--- src/rtl/minmax_envelope_decimator_defines.svh ---
// ----------------------------------------------------------------------------
// Min/max envelope decimator: assertion macros
// Concurrent assertion helpers; they compile to nothing when SYNTH is set.
// ----------------------------------------------------------------------------
`ifndef MINMAX_ENVELOPE_DECIMATOR_DEFINES_SVH
`define MINMAX_ENVELOPE_DECIMATOR_DEFINES_SVH

`ifndef SYNTH
// property must hold at every clock edge outside reset
`define MMED_ASSERT(lbl, clk, rst_n, prop) \
  lbl: assert property (@(posedge clk) disable iff (!(rst_n)) (prop)) \
    else $error("assertion failed");
// condition must never be true outside reset
`define MMED_ASSERT_NEVER(lbl, clk, rst_n, cond) \
  `MMED_ASSERT(lbl, clk, rst_n, !(cond))
`else
`define MMED_ASSERT(lbl, clk, rst_n, prop)
`define MMED_ASSERT_NEVER(lbl, clk, rst_n, cond)
`endif

`endif

--- src/rtl/mmed_pkg.sv ---
// ----------------------------------------------------------------------------
// Min/max envelope decimator package
// Shared widths, register indexes and the divider status type.
// ----------------------------------------------------------------------------
package mmed_pkg;

  localparam int unsigned SampleBits  = 16;
  localparam int unsigned MaxColumns  = 4096;
  localparam int unsigned TotalBits   = 32;
  localparam int unsigned ColBits     = 13;
  localparam int unsigned ColIdxBits  = 12;
  localparam int unsigned CfgIdxBits  = 1;
  localparam int unsigned CfgDataBits = 32;

  typedef enum logic [CfgIdxBits-1:0] {
    CFG_TOTAL = 1'b0,
    CFG_COLS  = 1'b1
  } cfg_idx_e;

  typedef struct packed {
    logic busy;
    logic done;
  } div_status_t;

endpackage

--- src/rtl/mmed_intf.sv ---
// ----------------------------------------------------------------------------
// Min/max envelope decimator channels
// Valid/ready channels for the sample stream and the column result stream.
// ----------------------------------------------------------------------------
interface mmed_smp_if #(
  parameter int unsigned SAMPLE_BITS = mmed_pkg::SampleBits
);
  logic                          valid;
  logic                          ready;
  logic signed [SAMPLE_BITS-1:0] sample;

  modport source (output valid, output sample, input ready);
  modport sink (input valid, input sample, output ready);
endinterface

interface mmed_col_if #(
  parameter int unsigned SAMPLE_BITS = mmed_pkg::SampleBits
);
  logic                              valid;
  logic                              ready;
  logic [mmed_pkg::ColIdxBits-1:0]   column_index;
  logic signed [SAMPLE_BITS-1:0]     column_min;
  logic signed [SAMPLE_BITS-1:0]     column_max;
  logic                              last_column;
  logic                              mode_error;

  modport source (
    output valid, output column_index, output column_min, output column_max,
    output last_column, output mode_error, input ready
  );
  modport sink (
    input valid, input column_index, input column_min, input column_max,
    input last_column, input mode_error, output ready
  );
endinterface

--- src/rtl/minmax_envelope_decimator.sv ---
// ----------------------------------------------------------------------------
// Min/max envelope decimator
// Splits a range of samples into display columns and emits each column's
// minimum and maximum.
// ----------------------------------------------------------------------------
// Usage:
//   smp_i carries one signed sample per word; col_o carries one word per
//   completed column (index, min, max, last flag) or, when the range has no
//   more than eight samples per column, one mode-error word per sample.
//   Registers total_samples (index CFG_TOTAL) and column_count (CFG_COLS)
//   are written through cfg_we_i/cfg_idx_i/cfg_data_i while the block idles;
//   each write restarts the range.
//   Throughput: one sample per cycle while not held (see below). A result
//   word appears on col_o the cycle after the sample that closes the column
//   is taken. After a register write smp_i.ready stays low while the serial
//   divider forms total/columns, one quotient bit per cycle.
//   Reset gives total = 1, columns = 1 and an empty output register.
//   When col_o is stalled the pending word holds and smp_i.ready stays low
//   until that word has been taken.
// ----------------------------------------------------------------------------
`include "minmax_envelope_decimator_defines.svh"

module minmax_envelope_decimator #(
  parameter int unsigned MAX_COLUMNS = mmed_pkg::MaxColumns,
  parameter int unsigned SAMPLE_BITS = mmed_pkg::SampleBits
) (
  input  logic                              clk_i,
  input  logic                              rst_ni,
  input  logic                              cfg_we_i,
  input  logic [mmed_pkg::CfgIdxBits-1:0]   cfg_idx_i,
  input  logic [mmed_pkg::CfgDataBits-1:0]  cfg_data_i,
  mmed_smp_if.sink                          smp_i,
  mmed_col_if.source                        col_o
);

  localparam int unsigned TB = mmed_pkg::TotalBits;
  localparam int unsigned CB = mmed_pkg::ColBits;
  localparam logic signed [SAMPLE_BITS-1:0] PosOne = {1'b0, {(SAMPLE_BITS-1){1'b1}}};
  localparam logic signed [SAMPLE_BITS-1:0] NegOne = {1'b1, {(SAMPLE_BITS-1){1'b0}}};

  // configuration
  logic [TB-1:0] tot_q;
  logic [CB-1:0] cols_q;
  logic          div_start_q;
  logic [CB-1:0] w_eff;
  logic [CB+2:0] w_x8;
  logic          mode_err;

  // column tracking
  logic [TB-1:0] q_q, bnd_q, cnt_q, cnt_inc, bnd_add;
  logic [CB-1:0] r_q, rem_q, col_q;
  logic signed [SAMPLE_BITS-1:0] min_q, max_q, min_new, max_new;
  logic [CB:0]   rem_sum;
  logic          wrap, hit, last;

  // output register
  logic                           out_valid_q, out_valid_d;
  logic [mmed_pkg::ColIdxBits-1:0] out_idx_q;
  logic signed [SAMPLE_BITS-1:0]  out_min_q, out_max_q;
  logic                           out_last_q, out_err_q;

  logic [TB-1:0]         div_quo;
  logic [CB-1:0]         div_rem;
  mmed_pkg::div_status_t div_st;
  logic                  hold, accept;

  always_comb begin
    if (cols_q == '0) begin
      w_eff = CB'(1);
    end else if (32'(cols_q) > 32'(MAX_COLUMNS)) begin
      w_eff = CB'(MAX_COLUMNS);
    end else begin
      w_eff = cols_q;
    end
  end

  assign w_x8     = {w_eff, 3'b000};
  assign mode_err = tot_q <= TB'(w_x8);

  mmed_div u_div (
    .clk_i      (clk_i),
    .rst_ni     (rst_ni),
    .start_i    (div_start_q),
    .dividend_i (tot_q),
    .divisor_i  (w_eff),
    .quo_o      (div_quo),
    .rem_o      (div_rem),
    .status_o   (div_st)
  );

  assign hold        = div_start_q | div_st.busy | div_st.done;
  assign smp_i.ready = !hold && (!out_valid_q || col_o.ready);
  assign accept      = smp_i.valid && smp_i.ready;

  assign min_new = (smp_i.sample < min_q) ? smp_i.sample : min_q;
  assign max_new = (smp_i.sample > max_q) ? smp_i.sample : max_q;
  assign cnt_inc = cnt_q + TB'(1);
  assign hit     = !(cnt_inc < bnd_q);
  assign last    = ({1'b0, col_q} + (CB+1)'(1)) >= {1'b0, w_eff};

  // next column end: quotient step plus carry out of the remainder sum
  assign rem_sum = {1'b0, rem_q} + {1'b0, r_q};
  assign wrap    = rem_sum >= {1'b0, w_eff};
  assign bnd_add = bnd_q + q_q + TB'(wrap);

  assign out_valid_d = accept ? (mode_err || hit) : (out_valid_q && !col_o.ready);

  always_ff @(posedge clk_i or negedge rst_ni) begin
    if (!rst_ni) begin
      tot_q       <= TB'(1);
      cols_q      <= CB'(1);
      div_start_q <= 1'b0;
      q_q         <= TB'(1);
      r_q         <= '0;
      bnd_q       <= TB'(1);
      rem_q       <= '0;
      cnt_q       <= '0;
      col_q       <= '0;
      min_q       <= PosOne;
      max_q       <= NegOne;
      out_valid_q <= 1'b0;
    end else begin
      div_start_q <= 1'b0;
      out_valid_q <= out_valid_d;
      if (cfg_we_i) begin
        case (cfg_idx_i)
          mmed_pkg::CFG_TOTAL: begin
            tot_q       <= cfg_data_i[TB-1:0];
            div_start_q <= 1'b1;
          end
          mmed_pkg::CFG_COLS: begin
            cols_q      <= cfg_data_i[CB-1:0];
            div_start_q <= 1'b1;
          end
          default: ;
        endcase
        cnt_q <= '0;
        col_q <= '0;
        min_q <= PosOne;
        max_q <= NegOne;
      end else if (div_st.done) begin
        q_q   <= div_quo;
        r_q   <= div_rem;
        bnd_q <= div_quo;
        rem_q <= div_rem;
      end else if (accept && !mode_err) begin
        if (hit && last) begin
          cnt_q <= '0;
          col_q <= '0;
          bnd_q <= q_q;
          rem_q <= r_q;
          min_q <= PosOne;
          max_q <= NegOne;
        end else if (hit) begin
          cnt_q <= cnt_inc;
          col_q <= col_q + CB'(1);
          bnd_q <= bnd_add;
          rem_q <= wrap ? CB'(rem_sum - {1'b0, w_eff}) : rem_sum[CB-1:0];
          min_q <= PosOne;
          max_q <= NegOne;
        end else begin
          cnt_q <= cnt_inc;
          min_q <= min_new;
          max_q <= max_new;
        end
      end
    end
  end

  always_ff @(posedge clk_i) begin
    if (accept) begin
      if (mode_err) begin
        out_idx_q  <= '0;
        out_min_q  <= '0;
        out_max_q  <= '0;
        out_last_q <= 1'b0;
        out_err_q  <= 1'b1;
      end else if (hit) begin
        out_idx_q  <= col_q[mmed_pkg::ColIdxBits-1:0];
        out_min_q  <= min_new;
        out_max_q  <= max_new;
        out_last_q <= last;
        out_err_q  <= 1'b0;
      end
    end
  end

  assign col_o.valid        = out_valid_q;
  assign col_o.column_index = out_idx_q;
  assign col_o.column_min   = out_min_q;
  assign col_o.column_max   = out_max_q;
  assign col_o.last_column  = out_last_q;
  assign col_o.mode_error   = out_err_q;

  `MMED_ASSERT(a_minmax_order, clk_i, rst_ni,
    (col_o.valid && !col_o.mode_error) |-> (col_o.column_min <= col_o.column_max))
  `MMED_ASSERT(a_err_fields_zero, clk_i, rst_ni,
    (col_o.valid && col_o.mode_error) |-> (col_o.column_index == '0 && !col_o.last_column))
  `MMED_ASSERT(a_rem_in_range, clk_i, rst_ni, !hold |-> (rem_q < w_eff))
  `MMED_ASSERT(a_cnt_below_bnd, clk_i, rst_ni, (!hold && !mode_err) |-> (cnt_q < bnd_q))

endmodule

--- src/rtl/mmed_div.sv ---
// ----------------------------------------------------------------------------
// Min/max envelope decimator: column width divider
// Restoring divider, one quotient bit per cycle, total / columns.
// ----------------------------------------------------------------------------
module mmed_div (
  input  logic                            clk_i,
  input  logic                            rst_ni,
  input  logic                            start_i,
  input  logic [mmed_pkg::TotalBits-1:0]  dividend_i,
  input  logic [mmed_pkg::ColBits-1:0]    divisor_i,
  output logic [mmed_pkg::TotalBits-1:0]  quo_o,
  output logic [mmed_pkg::ColBits-1:0]    rem_o,
  output mmed_pkg::div_status_t           status_o
);

  localparam int unsigned CntBits = $clog2(mmed_pkg::TotalBits + 1);

  logic                           busy_q, busy_d;
  logic                           done_q, done_d;
  logic [CntBits-1:0]             cnt_q, cnt_d;
  logic [mmed_pkg::TotalBits-1:0] quo_q, quo_d;
  logic [mmed_pkg::ColBits-1:0]   rem_q, rem_d;
  logic [mmed_pkg::ColBits:0]     rem_sh;
  logic [mmed_pkg::ColBits:0]     rem_sub;
  logic                           ge;

  assign rem_sh  = {rem_q, quo_q[mmed_pkg::TotalBits-1]};
  assign ge      = rem_sh >= {1'b0, divisor_i};
  assign rem_sub = rem_sh - {1'b0, divisor_i};

  always_comb begin
    busy_d = busy_q;
    done_d = 1'b0;
    cnt_d  = cnt_q;
    quo_d  = quo_q;
    rem_d  = rem_q;
    if (start_i) begin
      busy_d = 1'b1;
      cnt_d  = CntBits'(mmed_pkg::TotalBits);
      quo_d  = dividend_i;
      rem_d  = '0;
    end else if (busy_q) begin
      quo_d = {quo_q[mmed_pkg::TotalBits-2:0], ge};
      rem_d = ge ? rem_sub[mmed_pkg::ColBits-1:0] : rem_sh[mmed_pkg::ColBits-1:0];
      cnt_d = cnt_q - CntBits'(1);
      if (cnt_q == CntBits'(1)) begin
        busy_d = 1'b0;
        done_d = 1'b1;
      end
    end
  end

  always_ff @(posedge clk_i or negedge rst_ni) begin
    if (!rst_ni) begin
      busy_q <= 1'b0;
      done_q <= 1'b0;
      cnt_q  <= '0;
    end else begin
      busy_q <= busy_d;
      done_q <= done_d;
      cnt_q  <= cnt_d;
    end
  end

  always_ff @(posedge clk_i) begin
    quo_q <= quo_d;
    rem_q <= rem_d;
  end

  assign quo_o           = quo_q;
  assign rem_o           = rem_q;
  assign status_o.busy   = busy_q;
  assign status_o.done   = done_q;

endmodule
--- src/flat_wrapper.sv ---
// flat-port wrapper written by rule: the top's interface ports become plain ports
module minmax_envelope_decimator_flat 
#(
  parameter int unsigned MAX_COLUMNS = mmed_pkg::MaxColumns,
  parameter int unsigned SAMPLE_BITS = mmed_pkg::SampleBits
)
  (clk_i, rst_ni, cfg_we_i, cfg_idx_i, cfg_data_i, smp_i_valid, smp_i_sample, smp_i_ready, col_o_valid, col_o_column_index, col_o_column_min, col_o_column_max, col_o_last_column, col_o_mode_error, col_o_ready);
  mmed_smp_if #(.SAMPLE_BITS(SAMPLE_BITS)) smp_i_i ();
  mmed_col_if #(.SAMPLE_BITS(SAMPLE_BITS)) col_o_i ();
  input  logic clk_i;
  input  logic rst_ni;
  input  logic cfg_we_i;
  input  logic [mmed_pkg::CfgIdxBits-1:0] cfg_idx_i;
  input  logic [mmed_pkg::CfgDataBits-1:0] cfg_data_i;
  input wire logic [$bits(smp_i_i.valid)-1:0] smp_i_valid;
  input wire logic [$bits(smp_i_i.sample)-1:0] smp_i_sample;
  output wire logic [$bits(smp_i_i.ready)-1:0] smp_i_ready;
  output wire logic [$bits(col_o_i.valid)-1:0] col_o_valid;
  output wire logic [$bits(col_o_i.column_index)-1:0] col_o_column_index;
  output wire logic [$bits(col_o_i.column_min)-1:0] col_o_column_min;
  output wire logic [$bits(col_o_i.column_max)-1:0] col_o_column_max;
  output wire logic [$bits(col_o_i.last_column)-1:0] col_o_last_column;
  output wire logic [$bits(col_o_i.mode_error)-1:0] col_o_mode_error;
  input wire logic [$bits(col_o_i.ready)-1:0] col_o_ready;
  assign smp_i_i.valid = smp_i_valid;
  assign smp_i_i.sample = smp_i_sample;
  assign smp_i_ready = smp_i_i.ready;
  assign col_o_valid = col_o_i.valid;
  assign col_o_column_index = col_o_i.column_index;
  assign col_o_column_min = col_o_i.column_min;
  assign col_o_column_max = col_o_i.column_max;
  assign col_o_last_column = col_o_i.last_column;
  assign col_o_mode_error = col_o_i.mode_error;
  assign col_o_i.ready = col_o_ready;
  minmax_envelope_decimator #(.MAX_COLUMNS(MAX_COLUMNS), .SAMPLE_BITS(SAMPLE_BITS)) u_core (.clk_i(clk_i), .rst_ni(rst_ni), .cfg_we_i(cfg_we_i), .cfg_idx_i(cfg_idx_i), .cfg_data_i(cfg_data_i), .smp_i(smp_i_i), .col_o(col_o_i));
endmodule
--- config.mk ---
export PLATFORM = sky130hd
export DESIGN_NAME = minmax_envelope_decimator_flat
export DESIGN_NICKNAME = d
export VERILOG_FILES = /design/src/rtl/mmed_pkg.sv /design/src/rtl/mmed_intf.sv /design/src/rtl/minmax_envelope_decimator.sv /design/src/rtl/mmed_div.sv /design/src/flat_wrapper.sv
export VERILOG_INCLUDE_DIRS = /design/src /design/src/rtl
export SDC_FILE = /design/constraint.sdc
export NUM_CORES = 1
export LEC_CHECK = 0
export BUFFER_PORTS_ARGS = -buffer_cell sky130_fd_sc_hd__buf_4
export CORE_ASPECT_RATIO = 1.5
export CORE_UTILIZATION = 45
export CTS_BUF_LIST = sky130_fd_sc_hd__clkbuf_2
export CTS_CLUSTER_SIZE = 25
export DETAILED_ROUTE_END_ITERATION = 10
export PLACE_DENSITY_LB_ADDON = 0.3
export RECOVER_POWER = 25
export SLEW_MARGIN = 25
export SYNTH_ARGS = -nofsm -noshare
export SYNTH_HDL_FRONTEND = slang
export SYNTH_SLANG_ARGS = --single-unit
--- constraint.sdc ---
create_clock -name clk_i -period 6.8 [get_ports clk_i]
set_input_delay 0.68 -clock clk_i [delete_from_list [all_inputs] [get_ports clk_i]]
set_output_delay 0.68 -clock clk_i [all_outputs]
set_load 0.02 [all_outputs]
# ---- Word-level counts from Yosys, hierarchy flattened
# Index checks and enable logic that the tools add are counted.
dict set report totals {
  reg_bits 313
  latch_bits 0
  mem_bits_rw 0
  romBits 0
  input_bits 54
  elab_cells 121
  memories 0
}
dict set report classes {
  addsub 9
  n_mul 0
  div 0
  order_cmp 8
  n_eq_ne 5
  n_shift 0
  mux 50
  bitwise_logic 4
  n_reduce_logical 23
}
# op count
set ops {}
lappend ops {{$mux W32} 10}
lappend ops {{$mux W16} 14}
lappend ops {{$mux W13} 13}
lappend ops {{$ge A14 B13 Y1} 3}
lappend ops {{$add A32 B1 Y32} 1}
lappend ops {{$add A32 B1 Y32 const B} 1}
lappend ops {{$add A32 B32 Y32} 1}
lappend ops {{$le A32 B16 Y1} 1}
lappend ops {{$lt A32 B32 Y1} 1}
lappend ops {{$sub A13 B13 Y13} 2}
lappend ops {{$gt A16 B16 Y1} 1}
lappend ops {{$lt A16 B16 Y1} 1}
lappend ops {{$add A13 B1 Y14 const B} 1}
lappend ops {{$add A13 B13 Y14} 1}
lappend ops {{$add A13 B1 Y13 const B} 1}
lappend ops {{$gt A13 B13 Y1 const B} 1}
lappend ops {{$logic_not A13 Y1} 1}
lappend ops {{$mux W12} 1}
lappend ops {{$mux W6} 2}
lappend ops {{$mux W1} 10}
lappend ops {{$reduce_and A2 Y1} 5}
lappend ops {{$eq A6 B1 Y1 const B} 1}
lappend ops {{$ne A3 B3 Y1 const B} 2}
lappend ops {{$reduce_and A3 Y1} 2}
lappend ops {{other kinds (9)} 22}

# ---- Logic depth before layout (Yosys ltp)
# Gate-level depths: netlist of run 1.
dict set report logic_depth {
  word_depth 9
  ltp_mapped 31
  depth_no_buf 31
}

# ---- Cells and area by module
# From an unflattened synthesis of run 1, not the netlist that was laid out.
dict set report hier_totals {
  hier_cells 1986
  hier_area_um2 19731.4
}
# module instances cells_per_inst area_per_inst_um2
set by_module_without_submodules {}
lappend by_module_without_submodules {minmax_envelope_decimator 1 1703 16664.7}
lappend by_module_without_submodules {mmed_div 1 283 3066.7}

# ---- Least setup slack after synthesis of run 1
# No wires, ideal clock.
dict set report synth_timing {
  path_kind {register to register}
  from {register u_core.cnt_q[2]}
  to {register u_core.out_idx_q (netlist bit u_core.col_o.column_index[0]) (enable)}
  setup_ns 0.450
  arrival_ns 5.350
  slack_ns 0.999
  stages_incl_launch_ff 20
  n_path_buf 2
  synth_period_minus_slack_ns 5.801
  path_cell_list {dfrtp_1 and3_1 and3_1 and3_1 clkbuf_1 and3_1 clkbuf_1 and3_1 nand3_1 xnor2_1 ha_1 a21o_1 a21o_1 a21oi_1 o21ai_0 o21ai_0 o211a_1 nor2_1 nor2_1 nor2_1}
}
dict set report synth_between {
  elab_chain_len 4
}
# element line_no
set synth_rtl {}
lappend synth_rtl {{start: declaration} minmax_envelope_decimator.sv:50} ;# logic [TB-1:0] q_q, bnd_q, cnt_q, cnt_inc, bnd_add;
lappend synth_rtl {{start signal: assignment} minmax_envelope_decimator.sv:155} ;# cnt_q <= cnt_inc;
lappend synth_rtl {{start signal: assignment} minmax_envelope_decimator.sv:162} ;# cnt_q <= cnt_inc;
lappend synth_rtl {{$add A32 B1 Y32} minmax_envelope_decimator.sv:97} ;# assign cnt_inc = cnt_q + TB'(1);
lappend synth_rtl {{$lt A32 B32 Y1} minmax_envelope_decimator.sv:98} ;# assign hit = !(cnt_inc < bnd_q);
lappend synth_rtl {{$ne A2 B1 Y1 (no line)} --}
lappend synth_rtl {{$reduce_and A2 Y1 (no line)} --}
lappend synth_rtl {{end signal: assignment} minmax_envelope_decimator.sv:179} ;# out_idx_q <= col_q[mmed_pkg::ColIdxBits-1:0];
lappend synth_rtl {{end: declaration} minmax_envelope_decimator.sv:58} ;# logic [mmed_pkg::ColIdxBits-1:0] out_idx_q;
# Every way passes these cells.
# A chain may end at the register's enable or synchronous reset.

# ---- Worst setup path after layout of run 1
dict set report layout_timing {
  from {register u_core.rem_q[1]}
  to {register u_core.bnd_q[26]}
}
dict set report layout_between {
  elab_chain_len 7
}
# element line_no
set layout_rtl {}
lappend layout_rtl {{start: declaration} minmax_envelope_decimator.sv:51} ;# logic [CB-1:0] r_q, rem_q, col_q;
lappend layout_rtl {{start signal: assignment} minmax_envelope_decimator.sv:145} ;# rem_q <= div_rem;
lappend layout_rtl {{start signal: assignment} minmax_envelope_decimator.sv:151} ;# rem_q <= r_q;
lappend layout_rtl {{start signal: assignment} minmax_envelope_decimator.sv:158} ;# rem_q <= wrap ? CB'(rem_sum - {1'b0, w_eff}) : rem_sum[CB-1:0];
lappend layout_rtl {{$add A13 B13 Y14} minmax_envelope_decimator.sv:102} ;# assign rem_sum = {1'b0, rem_q} + {1'b0, r_q};
lappend layout_rtl {{$ge A14 B13 Y1} minmax_envelope_decimator.sv:103} ;# assign wrap = rem_sum >= {1'b0, w_eff};
lappend layout_rtl {{$add A32 B1 Y32} minmax_envelope_decimator.sv:104} ;# assign bnd_add = bnd_q + q_q + TB'(wrap);
lappend layout_rtl {{$mux W32} minmax_envelope_decimator.sv:154} ;# end else if (hit) begin
lappend layout_rtl {{$mux W32} minmax_envelope_decimator.sv:147} ;# if (hit && last) begin
lappend layout_rtl {{$mux W32} minmax_envelope_decimator.sv:146} ;# end else if (accept && !mode_err) begin
lappend layout_rtl {{$mux W32} minmax_envelope_decimator.sv:141} ;# end else if (div_st.done) begin
lappend layout_rtl {{end signal: assignment} minmax_envelope_decimator.sv:144} ;# bnd_q <= div_quo;
lappend layout_rtl {{end signal: assignment} minmax_envelope_decimator.sv:150} ;# bnd_q <= q_q;
lappend layout_rtl {{end signal: assignment} minmax_envelope_decimator.sv:157} ;# bnd_q <= bnd_add;
lappend layout_rtl {{end: declaration} minmax_envelope_decimator.sv:50}
# Every way passes these cells. The select of a mux whose other input is x is not followed.

==> impl_metrics.toml, run 1 <==
[status]
status = "finished with violations"
violations = "max-capacitance violations, max-slew violations"

[detailed_routing]
wl_per_cell_um = 18.3
final_antenna_net_count = 0
drtIter0Drc = 806
vias_per_cell = 5.59
first_pass_iters = 5
drc_errors = 0
routed_wl_um = 51500
num_vias = 15700

[die]
die_h_um = 255
pin_count = 102
start_util_pct = 45.7
die_w_um = 171
die_area_mm2 = 0.0436
coreArea_mm2 = 0.0421
rows = 92

[setup_path]
path_class = "reg2reg"
critical-path-max-stage-delay_ps = 440
cp_slowest_cell = "a2111oi_2"
path_max_fanout = 6
crit_arrival_ps = 7260
cp-start-kind = "flip-flop"
crit_path_end_kind = "flip-flop"
cp_data_required_time_ps = 7730

[global_routing]
grt.total_usage_pct = 24.3
grt_pass1_wl_um = 83700
grt_pass1_vias = 16100
grt_max_degree = 104
antenna_found_initial = 2
grt-ovfl-total = 0

[clock_network]
clockBufferDepth = 3
clk_latency_ps = 1020
clkSlewWorstSetupHoldPaths_ps = 120
cts_tree = "yes"
cts_buffers = 81
cts-root-buf = "clkbuf_2"
htreeDepth = 3
cts.sinks = 313

[placed_design]
port_buffers = 101
place.gp.congestion = 0.941
dpl_cell_area_mm2 = 0.0207
hpwl_um = 36600
pre_cts_slack_ps = 214

[cells_and_area]
final_common_cell = "nand2_1"
area_growth_pct = 14.0
postLayoutCellArea_mm2 = 0.0220
layout_common_cells = "nand2_1, dfrtp_1, nor2_1"
drive_gt1_share_pct = 17.7
nets = 2404
fin_util_pct = 52.1

[sta]
slew_viol_final = 198
worstMarginPinSlew_ps = 4960
max_clock_freq_mhz = 158
hold_viol = 0
finClkSkew_ps = 114
layout_setup_ws_ps = 466
rsz0062_at_grt = "false"
tns_ps = 0
fin_crit_ps = 6330
period_share_pct = 93.1
finalSetupViolCount = 0
slew_headroom_pct = -231

[logic_synthesis]
seq_area_frac_synth_pct = 42.5
async_flop_share_pct = 70.9
yosysWarnings = 0
yosys_register_bits = 313
synth_enable_flop_cells = 78
ys.flop_type = "dfrtp_1"
postSynthAreaPerCell_um2 = 9.64
synth_fp_nets = 2218
synth.cell_area_mm2 = 0.0193
yosysUniqueCellTypes = 84
synth_cells = 1998

[pwr]
leakage_nw = 10.3
peakVddDrop_uv = 346
power_density_mw_per_mm2 = 357
total_power_mw = 7.84

[flow_run]
max_cap_viol_count = 3

[hold_path]
hp-class = "in2reg"
## flip-flops by register name, summed over array words and instances, names as in the netlist, 6 cells and up
signal,cells
u_core.bnd_q,32
u_core.col_q,13
u_core.u_div.cnt_q,6
u_core.rem_q,13
u_core.col_o.column_index,12
u_core.r_q,13
u_core.u_div.quo_o,32
u_core.cnt_q,32
u_core.col_o.column_min,16
u_core.u_div.rem_o,13
u_core.cols_q,13
u_core.tot_q,32
u_core.col_o.column_max,16
u_core.max_q,16
u_core.min_q,16
u_core.q_q,32
## layout make-up
class | instances | area (µm²)
repair buffers | 182 | 1490
clock inverters | 22 | 138
flip-flops and latches | 313 | 8190
inverters | 98 | 368
well taps | 564 | 706
fillers | 3921 | 20200
diodes | 3 | 7.51
clock buffers | 121 | 606
multi-input cells | 1508 | 10500
## routing by layer
metal  track usage, %  wire length (µm)  vias up
li1                 -                 -     7557
met1             27.9             20600     7654
met2             44.3             27200      387
met3             3.78              2190      119
met4             9.75              1560        0
met5                0                 0        -
## synthesized netlist by cell type, drive strengths merged (10+ instances only)
cell | count | share of area [%]
xnor2 | 63 | 2.9
dfxtp | 13 | 1.4
a22o | 21 | 0.96
nor2b | 33 | 1.1
and3 | 21 | 0.68
inv | 97 | 1.9
nand2 | 262 | 5.1
nor4 | 10 | 0.32
dfstp | 20 | 2.7
nand4 | 26 | 0.84
nor2 | 181 | 3.5
nand2b | 14 | 0.45
a21oi | 98 | 2.6
a211oi | 30 | 1.2
mux2 | 80 | 4.7
buf | 25 | 0.62
clkbuf | 54 | 1.1
nor3 | 40 | 1.2
nand3 | 36 | 0.94
a21o | 42 | 1.6
a31oi | 13 | 0.53
a22oi | 15 | 0.58
dfrtp | 202 | 26
edfxtp | 78 | 12
xor2 | 35 | 1.6
o22a | 15 | 0.68
mux2i | 51 | 2.7
o21ai | 119 | 3.2
o211ai | 22 | 0.86
ha | 161 | 10
## report_power, final
group | internal (mW) | switching, mW | total [mW] | leakage (nW)
combinational | 1.74 | 2.07 | 3.81 | 6.11
clock | 0.520 | 0.811 | 1.33 | 0.570
sequential | 2.32 | 0.380 | 2.70 | 3.65
## path summary, 6_finish.rpt
kind	start	end	slack, ps	cells past startpoint
max in group asynchronous	rst_ni	u_core.u_div.busy_q$_DFF_PN0_	1360	2
setup / recovery	u_core.rem_q[1]$_DFFE_PN0P_	u_core.bnd_q[26]$_DFFE_PN0P_	470	27
setup reg to reg	u_core.rem_q[1]$_DFFE_PN0P_	u_core.bnd_q[26]$_DFFE_PN0P_	470	27
min in group asynchronous	rst_ni	u_core.tot_q[17]$_DFFE_PN0P_	2220	2
hold reg to reg	u_core.u_div.quo_o[5]$_DFFE_PP_	u_core.q_q[5]$_DFFE_PN0P_	450	2
hold / removal	cfg_idx_i	u_core.tot_q[3]$_DFFE_PN0P_	350	4
## kinds of logic after synthesis
family,share of synthesized area [%]
and+or+nand+nor,15.8
AOI/OAI and AO/OA,15.3
DFF,42.5
buffers and inverters,3.59
adders and majority gates,11.0
muxes,7.33
xor gates and xnor gates,4.46
## timing repair
action,4_1_cts,5_1_grt
buffers inserted,0,1
hold endpoints to repair,201,0
hold buffers,51,0
resized for setup,0,11
endpoints found under the setup margin,0,11
## worst max-delay path, delay by kind of cell (launching register included)
family	cells	cell delay [ps]
AOI/OAI and AO/OA	14	2970
adders and majority gates	4	1550
and+or+nand+nor	6	920
DFF	1	430
xor gates and xnor gates	2	330
buffers and inverters	1	90
## through the flow
step	hold WS (ps)	std cells
3_3_place_gp	466	2613
6_report	346	2811
4_1_cts	222	2807
2_1_floorplan	384	1998
3_5_place_dp	477	2613
5_1_grt	292	2810
Note: power is estimated with default switching activity, not from simulation.
==> inputs of run 2 (changes only) <==
--- a/config.mk
+++ b/config.mk
@@ -6,6 +6,7 @@
 export SDC_FILE = /design/constraint.sdc
 export NUM_CORES = 1
 export LEC_CHECK = 0
+export ABC_AREA = 1
 export BUFFER_PORTS_ARGS = -buffer_cell sky130_fd_sc_hd__buf_4
 export CORE_ASPECT_RATIO = 1.5
 export CORE_UTILIZATION = 45
==> impl_metrics.toml, run 2 <==
[logic_synthesis]
ys.flop_type = "dfrtp_1"
synth_enable_flop_cells = 78
postSynthAreaPerCell_um2 = 7.61
synth.most_common_cell = "nand2_1"
synth_fp_nets = 2989
synth_top_area_share_pct = 24.0
seq_area_frac_synth_pct = 38.9
yosysWarnings = 0
async_flop_share_pct = 70.9
synth_commonest_cells = "nand2_1, inv_1, nor2_1"
synth_cells = 2769
synth_top_area_cell = "dfrtp_1"
yosysUniqueCellTypes = 59
synth.cell_area_mm2 = 0.0211
yosys_register_bits = 313
synthTopCellsByArea = "dfrtp_1, nand2_1, edfxtp_1, ha_1, inv_1"

[global_routing]
antenna_found_initial = 3
grt.total_usage_pct = 28.0
grt_pass1_wl_um = 103000
grt-ovfl-total = 0
grt_max_degree = 153
grt_pass1_vias = 19600

[setup_path]
path_class = "reg2reg"
crit_arrival_ps = 6770
rr_worst_depth = 31
regToRegEndpoint = "u_core.bnd_q[22]$_DFFE_PN0P_"
cp_data_required_time_ps = 7760
cp_slowest_cell = "ha_1"
path_max_fanout = 14
path_common_cell = "nand2_1"
r2r_start = "u_core.cols_q[5]$_DFFE_PN0P_"
critical-path-max-stage-delay_ps = 450
cp-start-kind = "flip-flop"
crit_path_end_kind = "flip-flop"
rrSetupSlack_ps = 990

[detailed_routing]
drtIter0Drc = 1084
routed_wl_um = 64900
wl_per_cell_um = 18.1
vias_per_cell = 5.37
num_vias = 19300
drc_errors = 0
first_pass_iters = 5
final_antenna_net_count = 0

[pwr]
p_seq_share_pct = 34.6
pwr-share-clk_pct = 19.3
comb_power_share_pct = 46.1
power_density_mw_per_mm2 = 298
leakage_nw = 12.1
peakVddDrop_uv = 363
switchingPower_mw = 3.24
switching_share_pct = 46.2
p_int_mw = 3.77
total_power_mw = 7.01

[cells_and_area]
final_common_cell = "nand2_1"
final_cells = 3596
area_growth_pct = 11.6
layout_common_cells = "nand2_1, inv_1, nor2_1"
drive_gt1_share_pct = 11.0
nets = 3157

[flow_run]
max_cap_viol_count = 4

[sta]
fin_hold_ws_ps = 221
max_clock_freq_mhz = 172
worstMarginPinSlew_ps = 4240
slew_headroom_pct = -183
rsz0062_at_grt = "false"
finClkSkew_ps = 127
hold_viol = 0
tns_ps = 0
slew_viol_final = 227
fin_crit_ps = 5810
period_share_pct = 85.5
finalSetupViolCount = 0

[die]
die_area_mm2 = 0.0477
die_w_um = 179
rows = 96
die_h_um = 267
pin_count = 102
coreArea_mm2 = 0.0460
start_util_pct = 45.8

[clock_network]
clockBufferDepth = 3
cts_buffers = 81
clk_latency_ps = 1120
cts_tree = "yes"
cts_setup_buffers = 0
cts.sinks = 313
clkSlewWorstSetupHoldPaths_ps = 100
ctsResizeCount = 0
htreeDepth = 3
cts-root-buf = "clkbuf_2"

[placed_design]
port_buffers = 101
hpwl_um = 48800
place_inst = 3390
place.gp.congestion = 0.953

[hold_path]
hp-class = "in2reg"
hold_end = "u_core.cnt_q[1]$_DFFE_PN0P_"
hold_depth = 7
min_from = "smp_i_valid"

[status]
status = "finished with violations"
violations = "max-capacitance violations, max-slew violations"
## run 2: critical path: cells and delay by family, from the launching register on
| family | cells | cell delay [ps] |
|---|---|---|
| buffers and inverters | 2 | 310 |
| flip-flops | 1 | 400 |
| AND/OR/NAND/NOR | 26 | 3680 |
| adder cells (fa/ha/maj) | 3 | 1290 |
## run 2: cell type report
| class | instances | area, µm² |
|---|---|---|
| antenna | 3 | 7.51 |
| clock buffer | 113 | 566 |
| clock inverter | 38 | 191 |
| fill | 4596 | 22500 |
| inverter | 370 | 1390 |
| multi-input combinational | 2000 | 11000 |
| sequential | 313 | 8180 |
| tap | 588 | 736 |
| timing repair buffer | 171 | 1410 |
## run 2: kinds of logic (layout without fill, tap and decap cells)
logic type,Yosys count,count (layout),share of synthesized area [%]
other cells,0,3,0
fa+ha+maj,166,166,10.0
compound gates,444,444,11.6
flops,313,313,38.9
mux,22,22,1.23
xor+xnor,76,76,3.16
buf+inv,456,692,8.77
simple gates,1292,1292,26.3
## run 2: how the worst max path moves through the flow
stage / start / to
detailed placement: u_core.r_q[0]$_DFFE_PN0P_ / u_core.bnd_q[22]$_DFFE_PN0P_
global route: u_core.cols_q[5]$_DFFE_PN0P_ / u_core.bnd_q[18]$_DFFE_PN0P_
CTS: u_core.cols_q[5]$_DFFE_PN0P_ / u_core.bnd_q[22]$_DFFE_PN0P_
floorplan: u_core.r_q[0]$_DFFE_PN0P_ / u_core.bnd_q[22]$_DFFE_PN0P_
finish: u_core.cols_q[5]$_DFFE_PN0P_ / u_core.bnd_q[22]$_DFFE_PN0P_
global placement: u_core.r_q[0]$_DFFE_PN0P_ / u_core.bnd_q[22]$_DFFE_PN0P_
## run 2: layer usage
metal / global-route usage, % / wire, µm
met2: 50.7 / 34100
met1: 29.8 / 24200
met4: 18.7 / 4300
met3: 3.80 / 2390
met5: 0 / 11
## run 2: repair_timing
item                       CTS  global route
hold endpoints to repair   181             0
setup endpoints to repair    0             0
hold buffers                52             0
## run 2: power by group through the flow
stage	clock network (mW)	registers (mW)	logic (mW)
floorplan	0	2.34	2.23
global placement	0	2.45	3.19
detailed placement	0	2.46	3.20
CTS	1.41	2.42	3.24
global route	1.49	2.45	3.57
finish	1.36	2.42	3.23
## run 2: through the flow
stage | util [%] | setup WS, ps | area, µm²
floorplan | - | 2210 | 21100
global placement | 48.4 | 1180 | 22300
detailed placement | 48.4 | 1140 | 22300
CTS | 51.2 | 1100 | 23500
global route | 51.1 | 373 | 23500
finish | 51.1 | 987 | 23500
==> inputs of run 3 (changes only) <==
==> constraint.sdc (replaced) <==
create_clock -name clk_i -period 6.8 [get_ports clk_i]
set_input_delay 0.34 -clock clk_i [delete_from_list [all_inputs] [get_ports clk_i]]
set_output_delay 0.34 -clock clk_i [all_outputs]
set_load 0.02 [all_outputs]
==> impl_metrics.toml, run 3 (synthesis results as in run 2) <==
[status]
status = "finished with violations"
violations = "max-capacitance violations, max-slew violations"

[cells_and_area]
area_growth_pct = 12.9
final_common_cell = "nand2_1"
layout_common_cells = "nand2_1, inv_1, nor2_1"
nets = 3185
drive_gt1_share_pct = 11.1

[setup_path]
path_depth = 31
path_common_cell = "nand2_1"
critical-path-max-stage-delay_ps = 450
rrSetupSlack_ps = 1040
cp-start-kind = "flip-flop"
cp_data_required_time_ps = 7740
rr_worst_depth = 31
crit_arrival_ps = 6700
regToRegEndpoint = "u_core.bnd_q[22]$_DFFE_PN0P_"
path_class = "reg2reg"
cp_slowest_cell = "ha_1"
crit_path_end_kind = "flip-flop"
crit_family = "simple AND/OR/NAND/NOR gates"
path_max_fanout = 14
r2r_start = "u_core.cols_q[5]$_DFFE_PN0P_"
path_buf_inv = 2

[die]
start_util_pct = 45.8
die_w_um = 179
die_h_um = 267
rows = 96
pin_count = 102
coreArea_mm2 = 0.0460
die_area_mm2 = 0.0477

[sta]
period_share_pct = 84.7
slew_headroom_pct = -174
finalSetupViolCount = 0
finClkSkew_ps = 129
layout_setup_ws_ps = 1040
fin_crit_ps = 5760
max_clock_freq_mhz = 174
slew_viol_final = 278
worstMarginPinSlew_ps = 4110
tns_ps = 0
rsz0062_at_grt = "false"
hold_viol = 0

[placed_design]
place.gp.congestion = 0.953
port_buffers = 101
hpwl_um = 48800
pre_cts_slack_ps = 1140

[global_routing]
antenna_found_initial = 3
grt_pass1_wl_um = 103000
grt-ovfl-total = 0
grt_max_degree = 153
grt_pass1_vias = 19800
grt.total_usage_pct = 28.2

[hold_path]
hold_end = "u_core.tot_q[11]$_DFFE_PN0P_"
min_from = "cfg_data_i[11]"
hold_depth = 4
hp-class = "in2reg"

[clock_network]
cts_buffers = 81
htreeDepth = 3
cts_setup_buffers = 0
clk_latency_ps = 1110
cts.sinks = 313
cts-root-buf = "clkbuf_2"
clkSlewWorstSetupHoldPaths_ps = 100
clockBufferDepth = 3
cts_tree = "yes"

[detailed_routing]
drc_errors = 0
routed_wl_um = 65400
first_pass_iters = 5
vias_per_cell = 5.35
wl_per_cell_um = 18.1
drtIter0Drc = 1074
num_vias = 19400
final_antenna_net_count = 0

[pwr]
comb_power_share_pct = 46.2
leakage_nw = 12.2
power_density_mw_per_mm2 = 295
peakVddDrop_uv = 359
p_seq_share_pct = 34.5
switching_share_pct = 46.2
p_int_mw = 3.78
pwr-share-clk_pct = 19.3
switchingPower_mw = 3.24

[flow_run]
max_cap_viol_count = 3
## run 3: cell types whose count changed in the layout (fill, tap and decap cells not counted), moves of 2 or more
| cell | delta |
|---|---|
| buf_4 | +2 |
| dlygate4sd3_1 | +27 |
| inv_2 | +2 |
| inv_1 | -2 |
## run 3: layout make-up
class / count / area [µm²]
inverter: 370 / 1390
timing repair buffer: 199 / 1670
clock buffer: 113 / 566
multi-input combinational: 2000 / 11000
antenna: 2 / 5.00
clock inverter: 38 / 191
sequential: 313 / 8180
fill: 4563 / 22200
tap: 588 / 736
## run 3: worst max path at each step
stage,startpoint,endpoint,slack (ps)
final,u_core.cols_q[5]$_DFFE_PN0P_,u_core.bnd_q[22]$_DFFE_PN0P_,1040
after global routing,u_core.cols_q[5]$_DFFE_PN0P_,u_core.bnd_q[18]$_DFFE_PN0P_,370
after CTS,u_core.cols_q[5]$_DFFE_PN0P_,u_core.bnd_q[22]$_DFFE_PN0P_,1100
after detailed placement,u_core.r_q[0]$_DFFE_PN0P_,u_core.bnd_q[22]$_DFFE_PN0P_,1140
after global placement,u_core.r_q[0]$_DFFE_PN0P_,u_core.bnd_q[22]$_DFFE_PN0P_,1180
after floorplan,u_core.r_q[0]$_DFFE_PN0P_,u_core.bnd_q[22]$_DFFE_PN0P_,2210
## run 3: per-stage QoR
step                      total power [mW]  hold slack, ps  util, %  instance area [µm²]  instances
after CTS                             7.08            2.70     51.8                23800       3621
after detailed placement              5.66             363     48.4                22300       3390
after global placement                5.64             361     48.4                22300       3390
final                                 7.02             109     51.7                23800       3623
after floorplan                       4.58            44.4        -                21100       2769
after global routing                  7.52            99.1     51.7                23800       3623
## run 3: routing by layer
metal  share of wire (%)  GRT usage, %  vias to the layer above
met1                  37          29.8                     9114
met5                   0             0                        -
met4                 6.5          18.8                        0
li1                    -             -                     9510
met3                 3.7          3.83                      207
met2                  53          51.3                      548
## run 3: tightest hold or removal path: stages
cell           delay (ps)
dlygate4sd3_1         520
buf_4                 100
inv_1                  60
o21ai_0               150
## run 3: power groups by stage
stage	Sequential (mW)	Combinational [mW]	Clock, mW
2_1_floorplan	2.34	2.23	0
3_3_place_gp	2.45	3.19	0
3_5_place_dp	2.46	3.20	0
4_1_cts	2.42	3.25	1.41
5_1_grt	2.45	3.58	1.49
6_report	2.42	3.25	1.35
## run 3: timing repair
item / in CTS / in global routing
hold buffers: 80 / 0
hold endpoints to repair: 370 / 0
gates resized for setup: 0 / 0
